[src/rtl/bmap_ram.sv]
// Generic single-port-write, single-port-read RAM with registered read data.
// No dependencies; used for the bitmap word store.
module bmap_ram #(
  parameter int WIDTH = 64,
  parameter int DEPTH = 64,
  parameter int AW = 6
) (
  input  logic             clk,
  input  logic             we,
  input  logic [AW-1:0]    waddr,
  input  logic [WIDTH-1:0] wdata,
  input  logic [AW-1:0]    raddr,
  output logic [WIDTH-1:0] rdata
);

  logic [WIDTH-1:0] mem [DEPTH];

  always_ff @(posedge clk) begin
    if (we) begin
      mem[waddr] <= wdata;
    end
    rdata <= mem[raddr];
  end

endmodule

[config.mk]
export PLATFORM = sky130hd
export DESIGN_NAME = bmap_ram
export DESIGN_NICKNAME = d
export VERILOG_FILES = /design/src/rtl/bmap_ram.sv
export SDC_FILE = /design/constraint.sdc
export NUM_CORES = 2
export LEC_CHECK = 0
export BUFFER_PORTS_ARGS = -buffer_cell sky130_fd_sc_hd__buf_2
export CORE_UTILIZATION = 38
export CTS_CLUSTER_DIAMETER = 60
export DETAILED_ROUTE_END_ITERATION = 7
export GPL_TIMING_DRIVEN = 0
export SLEW_MARGIN = 10
export SYNTH_ARGS = -nofsm -noshare
export SYNTH_HDL_FRONTEND = slang
export SYNTH_SLANG_ARGS = --single-unit
export TNS_END_PERCENT = 1
[constraint.sdc]
create_clock -name clk -period 8.56 [get_ports clk]
set_input_delay 1.712 -clock clk [delete_from_list [all_inputs] [get_ports clk]]
set_output_delay 1.712 -clock clk [all_outputs]
set_load 0.005 [all_outputs]
# == Word-level counts from Yosys, hierarchy flattened ==
# Memory sizes are Yosys's and may differ from the RTL's. A register that Yosys moved wholly into a read port is not among the register bits.
# Cells that the tools add are included.
# classes
mux,2
# op_table
operator,n
$mux W1,2
# totals
reg_bits,0
mem_bits_rw,4096
in_bits,78
output_inout_bits,64
elab_cells,3
n_memories,1
# memory_table
name,depth,width,rd,rd_clocked_by_memory_dff,write_ports,line_no,text
mem,64,64,1,1,1,16,logic [WIDTH-1:0] mem [DEPTH];

# == Depth between registers and ports, before layout ==
# depth
ltp_word,2
depth_mapped,9
ltp_nobuf,5

# == Worst setup path after synthesis ==
# OpenSTA, ideal clock, no wires.
# synth_path
path_type,input to register
startpoint,input port waddr[3]
endpoint,"memory mem[48][0], enable pin"
setup_ps,564
arrival_ps,6584
t_required_ps,7996
path_slack_ps,1412
path_stages,4
n_path_buf,1
path_cell_list,clkbuf_1 nor2b_1 nand4b_1 nor3_1
# synth_rtl
item,line_no,text
start: declaration,10,"input logic [AW-1:0] waddr,"
end: declaration,16,
# No word-level cell before the write port.

==> results.cfg <==
[min_path]
hold_path_class = reg2reg
holdPathStages = 4

[worst_setup_path]
path_depth = 9
arrival_ns = 5.90
cp_num_buf_inv = 5
crit_path_max_fanout = 10
critPathTopFamily = buffers and inverters
critPathMaxStageDelay_ns = 0.94
r2r_slack_ns = 5.50
cpMaxStageDelayCell = a211oi_1
path_class = in2reg
crit_path_end_kind = flip-flop
cp_common_cell = buf_2
r2r_cells = 5
required_ns = 9.34
crit_path_cell_trace = buf_2 > buf_4 > buf_2 > buf_2 > buf_4 > mux2i_1 > o22ai_1 > a31oi_1 > a211oi_1
start_kind = input port

[timing]
timing.slew.headroom_pct = 6.85
fmax_ghz = 0.195
skew_ns = 0.0476
hold_viol = 0
setup_viol_count_final = 0
worst_pin_slew_ns = 1.39
period_share_pct = 59.8
layout_min_cycle_time_ns = 5.12
rsz0062_at_grt = no
drv_slew = 0

[flow_run]
cap_violations = 0

[cells_and_area]
nets = 7446
drive_gt1_share_pct = 29.4
finalNonFillerCells = 13200
n_fill_cell = 33800
design_area_um2 = 182000
area_growth_pct = 16.6

[placement]
gp_congestion = 0.827
placed_area_um2 = 169000
hpwl_mm = 296
port_buffers = 133
placed_cells = 12400

[power]
switching_share_pct = 21.9
p_clk_share_pct = 41.8
leakagePower_nw = 56.6
vdd_drop_max_mv = 0.186
power.density_nw_per_um2 = 234
switchingPower_w = 0.00933
combPwrFrac_pct = 5.2
p_int_w = 0.0333
pwr-share-seq_pct = 53.0

[routing]
vias_per_cell = 5.70
wl_per_cell_um = 32.9
firstDrtPassIters = 6
antenna_left = 0
drcViolationCount = 0
drt-total-wl_mm = 435
vias = 75300
drtIter0Drc = 9892

[synthesis]
yosysMostFrequentCell = edfxtp_1
syn_area_per_cell_um2 = 23.7
yosys-top-cells-area = edfxtp_1 79%, mux4_2 15%, mux2i_1 0.86%
synth_area_um2 = 156000
ys_ff_latch = 4160
synth_nets = 6676
syn_inst = 6598
synth_edf_count = 4096
yosys.area.top_type = edfxtp_1
ys_seq_area_share_pct = 79.5
synth-main-ff-cell = edfxtp_1
yosysWarnings = 0
synth_commonest_cells = 4,096 x edfxtp_1, 1,024 x mux4_2, 170 x buf_2
ys_async_sr_fraction_pct = 0
ys_types = 33
synth_top_area_share_pct = 78.7

[floorplan]
die_h_um = 643
die-area_um2 = 414000
die_x_um = 643
io_pins = 142
core_area_um2 = 410000
num_rows = 235
initial_core_util_pct = 38.2

[cts]
cts_buffer_depth = 4
htree_levels = 5
holdBufCountCts = 0
clockRootBuffer = clkbuf_16
cts_tree = yes
clk_pin_slew_ns = 0.06
cts_buffers = 414
postCtsResizedCells = 0
insertion_delay_ns = 0.98
clock_sinks = 4160
cts_setup_buffers = 0

[global_route]
grt_pass1_wl_mm = 602
grt_util_all_layers_pct = 20.6
grt_max_degree = 65
antenna_found_initial = 59
grt_pass1_vias = 76700
grt_overflow = 0

[status]
status = completed
worst register-to-register path, cell delays in order (launching register included):
cell	delay (ns)
edfxtp_1	0.38
mux4_2	0.50
mux2i_1	0.25
o22ai_1	0.31
a31oi_1	1.12
a211oi_1	0.31
cell usage in the layout, fill, tap and decap left out, types with 38 or more instances in the layout:
master     instances
buf_16            39
diode_2           40
clkinv_2          72
buf_12           163
nor2_1            49
nand2_1           58
a211oi_1          58
clkbuf_1         220
mux2i_1          135
nor2_4            62
o221ai_1          38
o22ai_1           83
mux4_2          1024
clkbuf_16        424
dfxtp_1           64
buf_2            267
edfxtp_1        4096
clkinv_1         105
buf_4             89
and3_1            64
a22o_1            88
a22oi_1          168
nand3_1           45
through the flow:
stage / TNS, ns / total power (W) / util [%] / hold WS, ns / worst slack [ns]
3_5_place_dp: 0 / 0.0253 / 41.2 / 0.866 / 2.35
6_report: 0 / 0.0426 / 44.5 / 0.870 / 3.44
2_1_floorplan: 0 / 0.0241 / - / 0.788 / 1.41
3_3_place_gp: -4161.91 / 0.0252 / 40.0 / 0.864 / -5.70
5_1_grt: 0 / 0.0437 / 44.5 / 0.951 / 3.50
4_1_cts: 0 / 0.0429 / 44.4 / 0.880 / 3.41
path summary, 6_finish.rpt:
path	from	end
setup reg to reg	mem[63][33]$_DFFE_PP_	rdata[33]$_DFF_P_
hold reg to reg	mem[60][46]$_DFFE_PP_	rdata[46]$_DFF_P_
hold / removal	mem[60][46]$_DFFE_PP_	rdata[46]$_DFF_P_
setup / recovery	raddr[2]	rdata[6]$_DFF_P_
flip-flops by register name, summed over array words and instances, names as in the netlist:
name,count
mem,4096
rdata,64
metal layers:
layer / wire [µm] / up-vias / track usage (%)
met5: 117 / - / 0
met4: 16900 / 20 / 7.87
met3: 34800 / 645 / 3.58
li1: - / 30100 / -
met2: 214000 / 3485 / 34.1
met1: 169000 / 41100 / 27.4
area by class of cell:
| type | instances | area, µm² | area share, % |
|---|---|---|---|
| Clock inverter | 252 | 2280 | 1.25 |
| Tap cell | 5451 | 6820 | 3.74 |
| Inverter | 19 | 71.3 | 0.0391 |
| Buffer | 370 | 1780 | 0.979 |
| Antenna cell | 40 | 100 | 0.0549 |
| Multi-Input combinational cell | 2049 | 30700 | 16.9 |
| Timing Repair Buffer | 354 | 5250 | 2.88 |
| Sequential cell | 4160 | 124000 | 68.2 |
| Clock buffer | 515 | 11000 | 6.03 |
power by group through the flow:
stage,Combinational [W],Sequential (W),Clock [W]
6_report,0.00223,0.0226,0.0178
5_1_grt,0.00232,0.0226,0.0188
4_1_cts,0.00222,0.0226,0.0180
3_5_place_dp,0.00222,0.0230,0
3_3_place_gp,0.00213,0.0230,0
2_1_floorplan,0.00105,0.0230,0
kinds of logic (layout without fill, tap and decap cells):
kind of cell / after synthesis / count (layout) / share of synthesized area (%)
AND/OR/NAND/NOR: 386 / 386 / 1.24
buffers and inverters: 389 / 1510 / 1.18
multiplexers: 1159 / 1159 / 15.6
other: 0 / 40 / 0
AO/OA/AOI/OAI: 504 / 504 / 2.48
flip-flops: 4160 / 4160 / 79.5
No activity file was read; power rests on OpenSTA's default activity.
