File: config.mk
export PLATFORM = sky130hd
export DESIGN_NAME = bmap_scan
export DESIGN_NICKNAME = d
export VERILOG_FILES = /design/src/rtl/bmap_pkg.sv /design/src/rtl/bmap_scan.sv
export SDC_FILE = /design/constraint.sdc
export NUM_CORES = 1
export LEC_CHECK = 0
export CORE_ASPECT_RATIO = 0.75
export CORE_MARGIN = 1
export CORE_UTILIZATION = 35
export DETAILED_ROUTE_END_ITERATION = 8
export DONT_BUFFER_PORTS = 1
export GPL_TIMING_DRIVEN = 0
export PLACE_DENSITY_LB_ADDON = 0.08
export SYNTH_ARGS = -nofsm -noshare
export SYNTH_HDL_FRONTEND = slang
export SYNTH_SLANG_ARGS = --single-unit
export TNS_END_PERCENT = 5
File: constraint.sdc
create_clock -name vclk -period 5.2
set_input_delay 0.26 -clock vclk [all_inputs]
set_output_delay 0.26 -clock vclk [all_outputs]
set_load 0.005 [all_outputs]
File: src/rtl/bmap_pkg.sv
// Shared types and constants of the allocation bitmap block.
// No dependencies; imported by the top level, bmap_scan and the testbench.
package bmap_pkg;

  localparam int FIELD_W = 13;
  localparam int IDX_W = 13;
  localparam int FOUND_W = 12;
  localparam int FIELD_RESET = 4096;
  // Fixed-point shift for the multiply-by-reciprocal word split.
  localparam int RECIP_SHIFT = 20;

  typedef enum logic [2:0] {
    REQ_SET        = 3'd0,
    REQ_CLEAR      = 3'd1,
    REQ_READ       = 3'd2,
    REQ_FIND_SET   = 3'd3,
    REQ_FIND_CLEAR = 3'd4
  } req_t;

  typedef enum logic [2:0] {
    ST_CLEAR,
    ST_IDLE,
    ST_LOCATE,
    ST_ACCESS,
    ST_SCAN
  } state_t;

endpackage

File: src/rtl/bmap_scan.sv
// Finds the lowest matching bit of one bitmap word inside a bit window.
// Uses bmap_pkg; instantiated by the top level's search path.
module bmap_scan #(
  parameter int WORD_BITS = 64,
  parameter int PW = 6
) (
  input  logic [WORD_BITS-1:0] word,
  input  logic                 want,
  input  logic [PW-1:0]        lo,
  input  logic                 rem_all,
  input  logic [PW-1:0]        rem_low,
  output logic                 hit,
  output logic [PW-1:0]        pos
);
  import bmap_pkg::*;

  logic [WORD_BITS-1:0] mask_lo;
  logic [WORD_BITS-1:0] mask_hi;
  logic [WORD_BITS-1:0] cand;
  logic [WORD_BITS-1:0] lowbit;

  always_comb begin
    mask_lo = {WORD_BITS{1'b1}} << lo;
    mask_hi = rem_all ? {WORD_BITS{1'b1}}
                      : ((WORD_BITS'(1) << rem_low) - WORD_BITS'(1));
    cand    = (want ? word : ~word) & mask_lo & mask_hi;
    // Isolate the lowest set bit, then encode its one-hot position.
    lowbit  = cand & (~cand + WORD_BITS'(1));
    hit     = |cand;
    pos     = '0;
    for (int i = 0; i < WORD_BITS; i++) begin
      if (lowbit[i]) begin
        pos = pos | PW'(i);
      end
    end
  end

endmodule

# Word level (Yosys, flattened, before mapping)
# Cells that the tools add are included.
op_classes:
  n_addsub: 2
  shift: 2
  mux: 65
  n_bitwise: 5
  reduce_logical: 1
op_table:
  columns: ["cell", "n"]
  rows:
  - ["64-bit AND", 3]
  - ["6-bit two-way mux", 32]
  - ["64-bit two-way mux", 2]
  - ["64-bit inverter", 2]
  - ["5-bit two-way mux", 16]
  - ["64-bit by 1-bit adder with 64-bit output, second input constant", 1]
  - ["64-bit OR reduction", 1]
  - ["1-bit by 6-bit left shift with 64-bit output, first input constant", 1]
  - ["64-bit by 6-bit left shift with 64-bit output, first input constant", 1]
  - ["64-bit by 1-bit subtractor with 64-bit output, second input constant", 1]
  - ["4-bit two-way mux", 8]
  - ["3-bit two-way mux", 4]
  - ["2-bit two-way mux", 2]
  - ["1-bit two-way mux", 1]
word_totals:
  regBits: 0
  input_bits: 78
  out_inout_bits: 7
  wordCells: 75

# Depth between registers and ports, before layout
logic_depth:
  ltp_word: 70
  mapped_depth: 19
  depth_no_buf: 13

# Worst setup path after synthesis
# Ideal clock, no wire load.
synth_path:
  path_kind: "input-to-output"
  startpoint: "input port rem_low[2]"
  endpoint: "output port pos[1]"
  arrival_time_ns: 3.845
  t_required_ns: 4.940
  setup_slack_ns: 1.095
  stages: 17
  path_buffers: 5
  path_cell_list: "buf_2 -> buf_2 -> buf_2 -> buf_2 -> nor2_1 -> nand4b_1 -> ha_1 -> clkbuf_1 -> nor2_1 -> a221o_1 -> a21bo_2 -> or4b_4 -> nor4b_4 -> nand4_4 -> nor4_2 -> nand3_1 -> nand4_1"
synth_between:
  elab_chain_len: 69
synth_rtl:
  columns: ["element", "line_no", "source"]
  rows:
  - ["start: declaration", "bmap_scan.sv:11", "input logic [PW-1:0] rem_low,"]
  - ["1-bit by 6-bit left shift with 64-bit output (*)", "bmap_scan.sv:25", ": ((WORD_BITS'(1) << rem_low) - WORD_BITS'(1));"]
  - ["64-bit by 1-bit subtractor with 64-bit output (*)", "bmap_scan.sv:25", null]
  - ["64-bit two-way mux (*)", "bmap_scan.sv:24", "mask_hi = rem_all ? {WORD_BITS{1'b1}}"]
  - ["64-bit AND (*)", "bmap_scan.sv:26", "cand = (want ? word : ~word) & mask_lo & mask_hi;"]
  - ["64-bit inverter", "bmap_scan.sv:28", "lowbit = cand & (~cand + WORD_BITS'(1));"]
  - ["64-bit by 1-bit adder with 64-bit output", "bmap_scan.sv:28", null]
  - ["64-bit AND (*)", "bmap_scan.sv:28", null]
  - ["2-bit two-way mux (2 in series)", "bmap_scan.sv:32", "if (lowbit[i]) begin"]
  - ["3-bit two-way mux (4 in series)", "bmap_scan.sv:32", null]
  - ["4-bit two-way mux (8 in series)", "bmap_scan.sv:32", null]
  - ["5-bit two-way mux (16 in series)", "bmap_scan.sv:32", null]
  - ["6-bit two-way mux (31 in series)", "bmap_scan.sv:32", null]
  - ["6-bit two-way mux (*)", "bmap_scan.sv:32", null]
  - ["end: declaration", "bmap_scan.sv:13", "output logic [PW-1:0] pos"]
# Every way passes the cells marked *; elsewhere a longest branch is shown, timed or not.

# Worst setup path after layout
layout_path:
  startpoint: "input port rem_low[0]"
  endpoint: "output port pos[4]"
layout_between:
  elab_chain_len: 55
layout_rtl:
  columns: ["element", "line_no"]
  rows:
  - ["1-bit by 6-bit left shift with 64-bit output (*)", "bmap_scan.sv:25"]
  - ["64-bit by 1-bit subtractor with 64-bit output (*)", "bmap_scan.sv:25"]
  - ["64-bit two-way mux (*)", "bmap_scan.sv:24"]
  - ["64-bit AND (*)", "bmap_scan.sv:26"]
  - ["64-bit inverter", "bmap_scan.sv:28"]
  - ["64-bit by 1-bit adder with 64-bit output", "bmap_scan.sv:28"]
  - ["64-bit AND (*)", "bmap_scan.sv:28"]
  - ["5-bit two-way mux (16 in series)", "bmap_scan.sv:32"]
  - ["6-bit two-way mux (31 in series)", "bmap_scan.sv:32"]
  - ["6-bit two-way mux (*)", "bmap_scan.sv:32"]
# Marks and branches as above.

==> reports/qor.log <==
[run_status] run status complete, no violations
[global_routing] number of antenna violations at the first check in global routing 0
[logic_synthesis] share of synthesized area occupied by flip-flops and latches 0%
[logic_synthesis] number of nets produced by synthesis 804
[die] height of the die 103 um
[critical_path] Critical Setup Path Class in -> out
[finish] num sequential 0
[timing] minimum clock period after layout 5060 ps
[timing] worst-margin pin slew 1330 ps
[logic_synthesis] Avg Cell Area, Syn 6.58 um2
[timing] max-slew headroom at the worst pin 10.5%
[critical_path] type of destination of the critical path primary output
[timing] final-report hold violation count 0
[logic_synthesis] Post-Syn Instances 725
[global_routing] total overflow reported by the global router 0
[timing] Final setup viols 0
[flow_run] max_cap viols 0
[die] # rows 36
[routing] number of detailed-route iterations in the first pass 6
[die] Die Span X 137 um
[power_and_ir_drop] pwr/cell area 118 nW/um2
[finish] final net count 810
[timing] post-route clock period utilization 97.3%
[timing] Max Clock Freq 0.198 GHz
[die] area of the die 14100 um2
[critical_path] critical path startpoint category primary input
[logic_synthesis] top cell types by occurrence after synthesis sky130_fd_sc_hd__nor2_1 (58), sky130_fd_sc_hd__nand2_1 (53), sky130_fd_sc_hd__a21oi_1 (50), sky130_fd_sc_hd__o21ai_0 (50), sky130_fd_sc_hd__xor2_1 (37)
[logic_synthesis] count of warnings emitted by yosys 0
[power_and_ir_drop] leakage power 1.73 nW
[finish] register cell area after layout 0 um2
[finish] ratio of cells with drive above 1 in the final layout 13.4%
[place] routability cong. 1.04
[routing] vias per inst 7.22
[routing] routed via count 6500
[logic_synthesis] mapped cell area 4770 um2
[die] initial cell density of the core 36.2%
[clock_tree] cts hold-fix bufs 0
[power_and_ir_drop] maximum vdd ir drop 0.0495 mV
[finish] final core occ 39.3%
[global_routing] pin count of the biggest net entering global routing 11
[logic_synthesis] most area-hungry cell type in the Yosys netlist sky130_fd_sc_hd__xor2_1
[routing] # DRC 0
[routing] DRC violation total after the first TritonRoute iteration 1053
[routing] number of nets still failing antenna checks after routing 0
[die] Core Box Area 13200 um2
[critical_path] data required time of the worst path 4940 ps
[logic_synthesis] share of the synthesized area in the top cell type 6.80%
[place] number of placed cells counting well taps 896
[global_routing] Total GRT Usage 38.4%
[critical_path] CP max FO 10
[logic_synthesis] top-count cell post-synth sky130_fd_sc_hd__nor2_1
[place] DP Wirelength 22200 um
[routing] overall routed net length 27500 um
[place] number of input and output port buffers inserted 0
[routing] average wire per standard cell 30.5 um
[timing] unrepaired setup endpoints after global routing true
[die] num ports 85
[critical_path] arrival time of the worst setup path 4800 ps
[global_routing] vias in the first global route 5918
[timing] number of max-slew violations in the final report 0
[finish] Clock buffer cells 0
[logic_synthesis] post-synth cell types 95
[finish] antenna diode count 0
[hold_path] classification of the worst-slack hold path in -> out
[finish] post-synthesis to final-layout area growth 8.43%
[global_routing] wire length of the first global-routing pass 39300 um
[logic_synthesis] cells taking the most area after synthesis sky130_fd_sc_hd__xor2_1 (6.8%), sky130_fd_sc_hd__xnor2_1 (6.1%), sky130_fd_sc_hd__a21oi_1 (5.2%)
[finish] Post-Layout Cell Count 900
-- through the flow --
stage                     setup TNS (ps)  total power [mW]  hold slack (ps)  setup slack, ps  instance area, um2
after floorplan                        0             0.394              737             1090                4770
after global placement             -3290             0.558              770             -627                4980
after detailed placement           -2920             0.555              773             -573                4980
after CTS                              0             0.563              778            0.583                5020
after global routing                -166             0.640              811            -48.8                5170
final                                  0             0.608              776              141                5170
-- placed cells by master, fill, tap and decap left out, drive strengths merged, types with 8 or more instances in the layout --
master / count
a211o: 8
a211oi: 19
a21o: 10
a21oi: 52
a221oi: 8
a31oi: 9
and2: 11
and3: 12
buf: 36
clkbuf: 30
inv: 13
nand2: 53
nand2b: 11
nand3: 30
nand4: 19
nor2: 59
nor3: 26
nor4: 15
nor4b: 10
o2111ai: 11
o211ai: 12
o21a: 9
o21ai: 51
o31ai: 10
o32ai: 8
or2: 10
or3: 11
xnor2: 33
xor2: 37
-- layout make-up --
class | instances | area, um2
timing repair buffer | 4 | 30.0
multi-input combinational | 648 | 4540
buffer | 62 | 328
tap | 171 | 214
fill | 1463 | 7980
inverter | 15 | 56.3
-- report_power, final --
group | leakage, nW | switching, mW | total, mW | internal (mW)
combinational | 1.73 | 0.406 | 0.608 | 0.202
sequential | 0 | 0 | 0 | 0
clock | 0 | 0 | 0 | 0
-- worst paths after layout --
kind | start | endpoint | slack [ps] | cells past startpoint
worst max-delay path | rem_low[0] | pos[4] | 140 | 15
worst min-delay path | word[63] | hit | 780 | 3
-- logic make-up (layout without fill, tap and decap cells) --
logic type | after synthesis | in the layout | share of synthesized area [%]
simple gates | 307 | 307 | 37.6
compound gates | 266 | 266 | 40.6
buf+inv | 77 | 81 | 7.80
xor+xnor | 70 | 70 | 12.9
mux | 3 | 3 | 0.630
fa+ha+maj | 2 | 2 | 0.472
-- routing by layer --
metal  share of wire (%)  up-vias  global-route usage [%]  routed length, um
li1                    -     2821                       -                  -
met1                  44     3112                    54.9              12000
met2                  41      496                    58.9              11300
met3                  13       71                    9.29               3520
met4                 2.3        0                    5.13                644
met5                   0        -                       0                  0
-- worst max-delay path: stages --
cell and delay [ps]:
sky130_fd_sc_hd__buf_2 160, sky130_fd_sc_hd__nor4_1 1070, sky130_fd_sc_hd__nand2_1 150, sky130_fd_sc_hd__ha_2 240
sky130_fd_sc_hd__inv_1 170, sky130_fd_sc_hd__a21oi_2 130, sky130_fd_sc_hd__a221o_1 430, sky130_fd_sc_hd__a21bo_2 250
sky130_fd_sc_hd__or4b_4 540, sky130_fd_sc_hd__and4bb_1 360, sky130_fd_sc_hd__nand3_2 160, sky130_fd_sc_hd__buf_2 260
sky130_fd_sc_hd__nor3_1 370, sky130_fd_sc_hd__nor4_2 150, sky130_fd_sc_hd__nand3_1 120
-- repair_timing --
action                     CTS  global route
pin swaps                    1             4
gates resized for setup      6            27
setup endpoints to repair    7             7
setup buffers                2             2
No activity file was read; power rests on OpenSTA's default activity.
